`src/rtl/mexp_pkg.sv`:
```
// ----------------------------------------------------------------------------
// mexp_pkg
// Shared widths, register indexes and controller/datapath interface types
// for the modular exponentiation block.
// ----------------------------------------------------------------------------
package mexp_pkg;

    localparam int WIDTH = 32;
    localparam int CNT_W = $clog2(WIDTH);
    localparam int IDX_W = 1;

    localparam logic [IDX_W-1:0] REG_MODULUS  = 1'b0;
    localparam logic [IDX_W-1:0] REG_EXPONENT = 1'b1;

    localparam logic [WIDTH-1:0] MODULUS_RST  = WIDTH'(1);
    localparam logic [WIDTH-1:0] EXPONENT_RST = '0;

    typedef struct packed {
        logic load;
        logic start_mul;
        logic start_sqr;
        logic step;
        logic wb_base;
        logic wb_acc;
        logic shift_exp;
        logic out_load;
    } cmd_t;

    typedef struct packed {
        logic exp_zero;
        logic exp_lsb;
        logic out_free;
    } status_t;

endpackage

```
`src/rtl/mexp_ctrl.sv`:
```
// ----------------------------------------------------------------------------
// mexp_ctrl
// Sequencer: reduces the base, then walks the exponent bits issuing one
// bit-serial modular multiply per set bit and one square per bit.
// ----------------------------------------------------------------------------
module mexp_ctrl
(
    input  logic                 clk,
    input  logic                 rst_n,
    input  logic                 in_valid,
    output logic                 in_ready,
    input  mexp_pkg::status_t    status,
    output mexp_pkg::cmd_t       cmd
);

    typedef enum logic [6:0] {
        ST_IDLE    = 7'b0000001,
        ST_RED     = 7'b0000010,
        ST_CHECK   = 7'b0000100,
        ST_MUL     = 7'b0001000,
        ST_LOADSQR = 7'b0010000,
        ST_SQR     = 7'b0100000,
        ST_DONE    = 7'b1000000
    } state_t;

    localparam logic [mexp_pkg::CNT_W-1:0] CNT_LAST = mexp_pkg::CNT_W'(mexp_pkg::WIDTH - 1);

    state_t                      state_reg, state_next;
    logic [mexp_pkg::CNT_W-1:0]  cnt_reg, cnt_next;
    logic                        last;

    assign last     = (cnt_reg == '0);
    assign in_ready = (state_reg == ST_IDLE);

    always_comb
    begin
        state_next = state_reg;
        cnt_next   = cnt_reg;
        cmd        = '0;
        case (state_reg)
            ST_IDLE:
            begin
                if (in_valid)
                begin
                    cmd.load   = 1'b1;
                    cnt_next   = CNT_LAST;
                    state_next = ST_RED;
                end
            end
            ST_RED:
            begin
                cmd.step = 1'b1;
                cnt_next = cnt_reg - 1'b1;
                if (last)
                begin
                    cmd.wb_base = 1'b1;
                    state_next  = ST_CHECK;
                end
            end
            ST_CHECK:
            begin
                cnt_next = CNT_LAST;
                if (status.exp_zero)
                begin
                    state_next = ST_DONE;
                end
                else if (status.exp_lsb)
                begin
                    cmd.start_mul = 1'b1;
                    state_next    = ST_MUL;
                end
                else
                begin
                    cmd.start_sqr = 1'b1;
                    state_next    = ST_SQR;
                end
            end
            ST_MUL:
            begin
                cmd.step = 1'b1;
                cnt_next = cnt_reg - 1'b1;
                if (last)
                begin
                    cmd.wb_acc = 1'b1;
                    state_next = ST_LOADSQR;
                end
            end
            ST_LOADSQR:
            begin
                cmd.start_sqr = 1'b1;
                cnt_next      = CNT_LAST;
                state_next    = ST_SQR;
            end
            ST_SQR:
            begin
                cmd.step = 1'b1;
                cnt_next = cnt_reg - 1'b1;
                if (last)
                begin
                    cmd.wb_base   = 1'b1;
                    cmd.shift_exp = 1'b1;
                    state_next    = ST_CHECK;
                end
            end
            ST_DONE:
            begin
                if (status.out_free)
                begin
                    cmd.out_load = 1'b1;
                    state_next   = ST_IDLE;
                end
            end
            default:
            begin
                state_next = ST_IDLE;
            end
        endcase
    end

    always_ff @(posedge clk or negedge rst_n)
    begin
        if (!rst_n)
        begin
            state_reg <= ST_IDLE;
            cnt_reg   <= '0;
        end
        else
        begin
            state_reg <= state_next;
            cnt_reg   <= cnt_next;
        end
    end

endmodule

```
`src/rtl/mexp_dp.sv`:
```
// ----------------------------------------------------------------------------
// mexp_dp
// Datapath: configuration registers, base/accumulator/exponent registers,
// a one-bit-per-cycle modular multiply-add step and the output register.
// ----------------------------------------------------------------------------
module mexp_dp
(
    input  logic                          clk,
    input  logic                          rst_n,
    input  logic                          cfg_we,
    input  logic [mexp_pkg::IDX_W-1:0]    cfg_index,
    input  logic [mexp_pkg::WIDTH-1:0]    cfg_data,
    input  logic [mexp_pkg::WIDTH-1:0]    in_data,
    output logic                          out_valid,
    input  logic                          out_ready,
    output logic [mexp_pkg::WIDTH-1:0]    out_data,
    input  mexp_pkg::cmd_t                cmd,
    output mexp_pkg::status_t             status
);

    localparam int W = mexp_pkg::WIDTH;

    logic [W-1:0] modulus_reg;
    logic [W-1:0] exponent_reg;
    logic [W-1:0] base_reg;
    logic [W-1:0] acc_reg;
    logic [W-1:0] exp_reg;
    logic [W-1:0] a_reg;
    logic [W-1:0] b_reg;
    logic [W-1:0] p_reg;
    logic [W-1:0] p_next;
    logic [W-1:0] out_data_reg;
    logic         out_valid_reg;

    logic [W+1:0] t;
    logic [W+1:0] m1;
    logic [W+1:0] m2;
    logic         mzero;

    assign mzero = (modulus_reg == '0);
    assign m1    = {2'b00, modulus_reg};
    assign m2    = {1'b0, modulus_reg, 1'b0};
    assign t     = {1'b0, p_reg, 1'b0} + (b_reg[W-1] ? {2'b00, a_reg} : '0);

    always_comb
    begin
        if (mzero)
        begin
            p_next = t[W-1:0];
        end
        else if (t >= m2)
        begin
            p_next = W'(t - m2);
        end
        else if (t >= m1)
        begin
            p_next = W'(t - m1);
        end
        else
        begin
            p_next = t[W-1:0];
        end
    end

    assign status.exp_zero = (exp_reg == '0);
    assign status.exp_lsb  = exp_reg[0];
    assign status.out_free = !out_valid_reg || out_ready;

    assign out_valid = out_valid_reg;
    assign out_data  = out_data_reg;

    always_ff @(posedge clk or negedge rst_n)
    begin
        if (!rst_n)
        begin
            modulus_reg  <= mexp_pkg::MODULUS_RST;
            exponent_reg <= mexp_pkg::EXPONENT_RST;
        end
        else if (cfg_we)
        begin
            case (cfg_index)
                mexp_pkg::REG_MODULUS:  modulus_reg  <= cfg_data;
                mexp_pkg::REG_EXPONENT: exponent_reg <= cfg_data;
                default:                ;
            endcase
        end
    end

    always_ff @(posedge clk or negedge rst_n)
    begin
        if (!rst_n)
        begin
            out_valid_reg <= 1'b0;
        end
        else if (cmd.out_load)
        begin
            out_valid_reg <= 1'b1;
        end
        else if (out_ready)
        begin
            out_valid_reg <= 1'b0;
        end
    end

    always_ff @(posedge clk)
    begin
        if (cmd.out_load)
        begin
            out_data_reg <= acc_reg;
        end
        if (cmd.load)
        begin
            a_reg   <= W'(1);
            b_reg   <= in_data;
            p_reg   <= '0;
            acc_reg <= W'(1);
            exp_reg <= exponent_reg;
        end
        else if (cmd.start_mul)
        begin
            a_reg <= acc_reg;
            b_reg <= base_reg;
            p_reg <= '0;
        end
        else if (cmd.start_sqr)
        begin
            a_reg <= base_reg;
            b_reg <= base_reg;
            p_reg <= '0;
        end
        else if (cmd.step)
        begin
            b_reg <= {b_reg[W-2:0], 1'b0};
            p_reg <= p_next;
        end
        if (cmd.wb_base)
        begin
            base_reg <= p_next;
        end
        if (cmd.wb_acc)
        begin
            acc_reg <= p_next;
        end
        if (cmd.shift_exp)
        begin
            exp_reg <= {1'b0, exp_reg[W-1:1]};
        end
    end

endmodule

```
`src/rtl/modular_exponentiation_top.sv`:
```
// ----------------------------------------------------------------------------
// modular_exponentiation_top
// Modular exponentiation, right-to-left square-and-multiply.
// ----------------------------------------------------------------------------
// Each base word is raised to the configured exponent modulo the configured
// modulus; one result word per input word. One item is processed at a time.
// The base is first reduced, then each exponent bit up to the highest set
// bit costs a square, plus a multiply when the bit is set, each modular
// multiply being a shift-and-add reduced one multiplier bit per cycle. The
// next base word is taken in the cycle after the result is loaded. An
// exponent of zero returns 1; a modulus of zero means plain 32-bit
// wrap-around. The output register lets a new word be taken while the
// previous result is still waiting.
// ----------------------------------------------------------------------------
module modular_exponentiation_top
(
    input  logic                             clk,
    input  logic                             rst_n,
    input  logic                             cfg_we,
    input  logic [mexp_pkg::IDX_W-1:0]       cfg_index,
    input  logic [mexp_pkg::WIDTH-1:0]       cfg_data,
    input  logic                             s_tvalid,
    output logic                             s_tready,
    input  logic [mexp_pkg::WIDTH-1:0]       s_tdata,   // [31:0] base_value
    output logic                             m_tvalid,
    input  logic                             m_tready,
    output logic [mexp_pkg::WIDTH-1:0]       m_tdata    // [31:0] power_result
);

    mexp_pkg::cmd_t    cmd;
    mexp_pkg::status_t status;

    mexp_ctrl u_ctrl
    (
        .clk      (clk),
        .rst_n    (rst_n),
        .in_valid (s_tvalid),
        .in_ready (s_tready),
        .status   (status),
        .cmd      (cmd)
    );

    mexp_dp u_dp
    (
        .clk       (clk),
        .rst_n     (rst_n),
        .cfg_we    (cfg_we),
        .cfg_index (cfg_index),
        .cfg_data  (cfg_data),
        .in_data   (s_tdata),
        .out_valid (m_tvalid),
        .out_ready (m_tready),
        .out_data  (m_tdata),
        .cmd       (cmd),
        .status    (status)
    );

endmodule
```
`config.mk`:
```
export PLATFORM = sky130hd
export DESIGN_NAME = modular_exponentiation_top
export DESIGN_NICKNAME = d
export VERILOG_FILES = /design/src/rtl/mexp_pkg.sv /design/src/rtl/mexp_ctrl.sv /design/src/rtl/mexp_dp.sv /design/src/rtl/modular_exponentiation_top.sv
export SDC_FILE = /design/constraint.sdc
export NUM_CORES = 1
export LEC_CHECK = 0
export BUFFER_PORTS_ARGS = -buffer_cell sky130_fd_sc_hd__buf_2
export CORE_AREA = 2 2 266 242
export CTS_CLUSTER_SIZE = 20
export DETAILED_ROUTE_END_ITERATION = 16
export DIE_AREA = 0 0 268 244
export SKIP_CTS_REPAIR_TIMING = 1
export SYNTH_ARGS = -nofsm -noshare
export SYNTH_HDL_FRONTEND = slang
export SYNTH_HIERARCHICAL = 1
export SYNTH_SLANG_ARGS = --single-unit
```
`constraint.sdc`:
```
create_clock -name clk -period 5 [get_ports clk]
set_input_delay 0.25 -clock clk [delete_from_list [all_inputs] [get_ports clk]]
set_output_delay 0.25 -clock clk [all_outputs]
set_load 0.01 [all_outputs]
```
==> results.sh <==
export IMPL_status="finished, violations left"
export IMPL_violations="hold timing, setup timing"
export IMPL_start_util=0.299
export IMPL_path_buf_inv=7
export IMPL_grt_pass1_wl_um=94000
export IMPL_placed_area_um2=22800
export IMPL_clk_latency_ps=560
export IMPL_areaGrowthSynthToFinish_pct=36.2
export IMPL_yosysTopAreaCell="edfxtp_1"
export IMPL_drv_cap=0
export IMPL_crit_path_start_kind="register"
export IMPL_synth_top_family_by_area="compound AO/OA/AOI/OAI gates"
export IMPL_dp_final_hpwl_um=48100
export IMPL_grt_start_max_net_pins=78
export IMPL_synth_edf_count=159
export IMPL_synthCells=1920
export IMPL_synth_area_leaders="edfxtp_1, dfrtp_1, dfxtp_1, ha_1, mux2_2"
export IMPL_syn_area_per_cell_um2=9.70
export IMPL_synth_compound_area_frac=0.200
export IMPL_yosys_most_used_dff="edfxtp_1"
export IMPL_die_h_um=244
export IMPL_ios=104
export IMPL_grt_pass1_vias=16400
export IMPL_p_clk_frac=0.171
export IMPL_cts_tree="built"
export IMPL_seqPwrFrac=0.242
export IMPL_cpPeakStageDelay_ps=450
export IMPL_critical_path_class="reg -> reg"
export IMPL_grt_usage=0.187
export IMPL_setup_viol=96
export IMPL_tightest_slew_ps=1110
export IMPL_fin_crit_sh=1.09
export IMPL_met2_usage=0.323
export IMPL_synthArstFlopShare=0.256
export IMPL_synth_simple_area_share=0.152
export IMPL_fin_util=0.407
export IMPL_place_congestion=0.922
export IMPL_synth_fa_ha_area_frac=0.0677
export IMPL_swShare=0.413
export IMPL_seq_area_frac_synth=0.430
export IMPL_hold_class="in -> reg"
export IMPL_io_buffers=103
export IMPL_synth_xor_area_frac=0.0357
export IMPL_comb_power_share=0.586
export IMPL_fin_total_pwr_w=0.0146
export IMPL_synth_seq_cells=301
export IMPL_grt_busiest_layer="met2"
export IMPL_crit_path_top_delay_cell="a221o_1"
export IMPL_pwr_density_cell_nw_per_um2=577
export IMPL_fp_dieW_um=268
export IMPL_ir_drop_mv=0.267
export IMPL_cts_root_buffer="clkbuf_16"
export IMPL_end_kind="register"
export IMPL_cts_buffers=35
export IMPL_cp_arrival_ps=5700
export IMPL_rows=87
export IMPL_grt_util_met1=0.243
export IMPL_hold_slack_ps=-21.7
export IMPL_drc=0
export IMPL_synth_area_um2=18600
export IMPL_drv_slew=0
export IMPL_yosysTopAreaCellShare=0.256
export IMPL_timing_critical_path_max_delay_family="compound AO/OA/AOI/OAI gates"
export IMPL_max_clock_path_buffers=3
export IMPL_h_tree_depth=2
export IMPL_cp_max_fo=14
export IMPL_p_leak_nw=10.9
export IMPL_die_area_um2=65400
export IMPL_slew_headroom=0.262
export IMPL_antenna_left=0
export IMPL_synth_nets=2089
export IMPL_grt_ovfl_total=0
export IMPL_drive_above_1_share=0.330
export IMPL_cts_sinks=301
export IMPL_drt_total_wl_um=63300
export IMPL_core_um2=62400
export IMPL_via_per_inst=5.13
export IMPL_antenna_cells=0
export IMPL_nets=2581
export IMPL_use_met3=0.0214
export IMPL_clock_skew_final_ps=23.5
export IMPL_fin_setup_tns_ps=-22820
export IMPL_yosysWarnings=6
export IMPL_period_needed_ps=5430
export IMPL_fmax_ghz=0.184
export IMPL_final_hold_viol_count=9
export IMPL_clkTransAtPathRegs_ps=60
export IMPL_antenna_found_initial=0
export IMPL_setup_slack_ps=-430
export IMPL_dr_pass1_iters=5
export IMPL_synth_area_mux_share=0.0748
export IMPL_num_vias=16900
export IMPL_final_area_um2=25400
export IMPL_internal_power_w=0.00859
export IMPL_yosysUniqueCellTypes=101
export IMPL_crit_top_cell="buf_4"
export IMPL_drt_iter0_drc=1209
export IMPL_rsz0062_at_grt="yes"
export IMPL_wl_per_cell_um=19.3
export IMPL_p_switching_w=0.00605
export IMPL_required_ps=5270
[worst min-delay path: cells and delay by family]
kind / cells / cell delay, ps
buffers and inverters: 1 / 80
AO/OA/AOI/OAI: 1 / 60
AND/OR/NAND/NOR: 1 / 40
[worst paths after layout]
| kind | startpoint | end | slack (ps) | cells past startpoint |
|---|---|---|---|---|
| min | s_tdata[21] | u_dp/b_reg[21] | -20 | 3 |
| max reg2reg | u_dp/b_reg[31] | u_dp/acc_reg[21] | -430 | 25 |
| max | u_dp/b_reg[31] | u_dp/acc_reg[21] | -430 | 25 |
| max in group asynchronous | rst_n | u_dp/modulus_reg[20] | 3880 | 2 |
| min in group asynchronous | rst_n | u_ctrl/state_reg[4] | 420 | 2 |
| min reg2reg | u_dp/acc_reg[6] | u_dp/out_data[6] | 460 | 0 |
[cell usage after synthesis (6+ instances only)]
library cell and instances:
a2111oi_0 6, a211o_1 7, a211oi_1 15, a21boi_0 9, a21o_1 36, a21oi_1 139, a221o_1 9, a22o_1 13
a31oi_1 21, a32oi_1 6, and2_1 48, and3_1 11, buf_2 15, buf_4 7, clkbuf_1 64, dfrtp_1 75
dfxtp_1 65, edfxtp_1 159, ha_1 96, inv_1 83, mux2_2 65, mux2i_1 66, nand2_1 175, nand2b_1 19
nand3_1 37, nand4_1 24, nor2_1 154, nor2b_1 9, nor3_1 32, nor4_1 25, o2111ai_1 9, o211ai_1 16
o21a_1 21, o21ai_0 141, o21bai_1 10, o22ai_1 8, o31ai_1 6, or2_2 11, xnor2_1 44, xor2_1 32
[metrics by stage]
step	cells	hold WS, ps	worst slack [ps]
after global placement	3152	436	-847
after detailed placement	3152	446	-859
after global routing	3283	1.83	-637
final	3283	-21.7	-430
after CTS	3215	-93.4	-894
after floorplan	1920	-45.6	1.35
[power groups by stage]
| stage | Combinational [W] | Sequential (W) | Clock [W] |
|---|---|---|---|
| floorplan | 0.00423 | 0.00345 | 0 |
| global placement | 0.00766 | 0.00357 | 0 |
| detailed placement | 0.00774 | 0.00358 | 0 |
| CTS | 0.00778 | 0.00353 | 0.00257 |
| global route | 0.00919 | 0.00359 | 0.00267 |
| finish | 0.00858 | 0.00355 | 0.00251 |
[placed cells by master (no fill, tap or decap), types with 75 or more instances in the layout]
cell,instances
inv_1,82
buf_4,390
a21oi_1,120
nor2_1,146
ha_1,78
nand2_1,172
dfrtp_1,75
edfxtp_1,159
o21ai_0,124
buf_2,102
[cells by family after synthesis]
logic type	after synthesis
AOI/OAI and AO/OA	549
buffers and inverters	181
xor gates and xnor gates	76
and+or+nand+nor	583
DFF	301
adders and majority gates	99
muxes	131
[final cells by class]
type | count | area (µm²)
Fill cell | 6099 | 37000
Multi-Input combinational cell | 1438 | 10800
Sequential cell | 301 | 8010
Timing Repair Buffer | 552 | 4120
Tap cell | 845 | 1060
Clock buffer | 41 | 908
Inverter | 84 | 315
Clock inverter | 22 | 188
[per-layer routing]
| metal | wire length (µm) | vias to the layer above |
|---|---|---|
| li1 | - | 8104 |
| met1 | 27600 | 8250 |
| met3 | 2520 | 95 |
| met5 | 0 | - |
| met2 | 31400 | 405 |
| met4 | 1760 | 0 |
(Power assumes the default switching activity.)
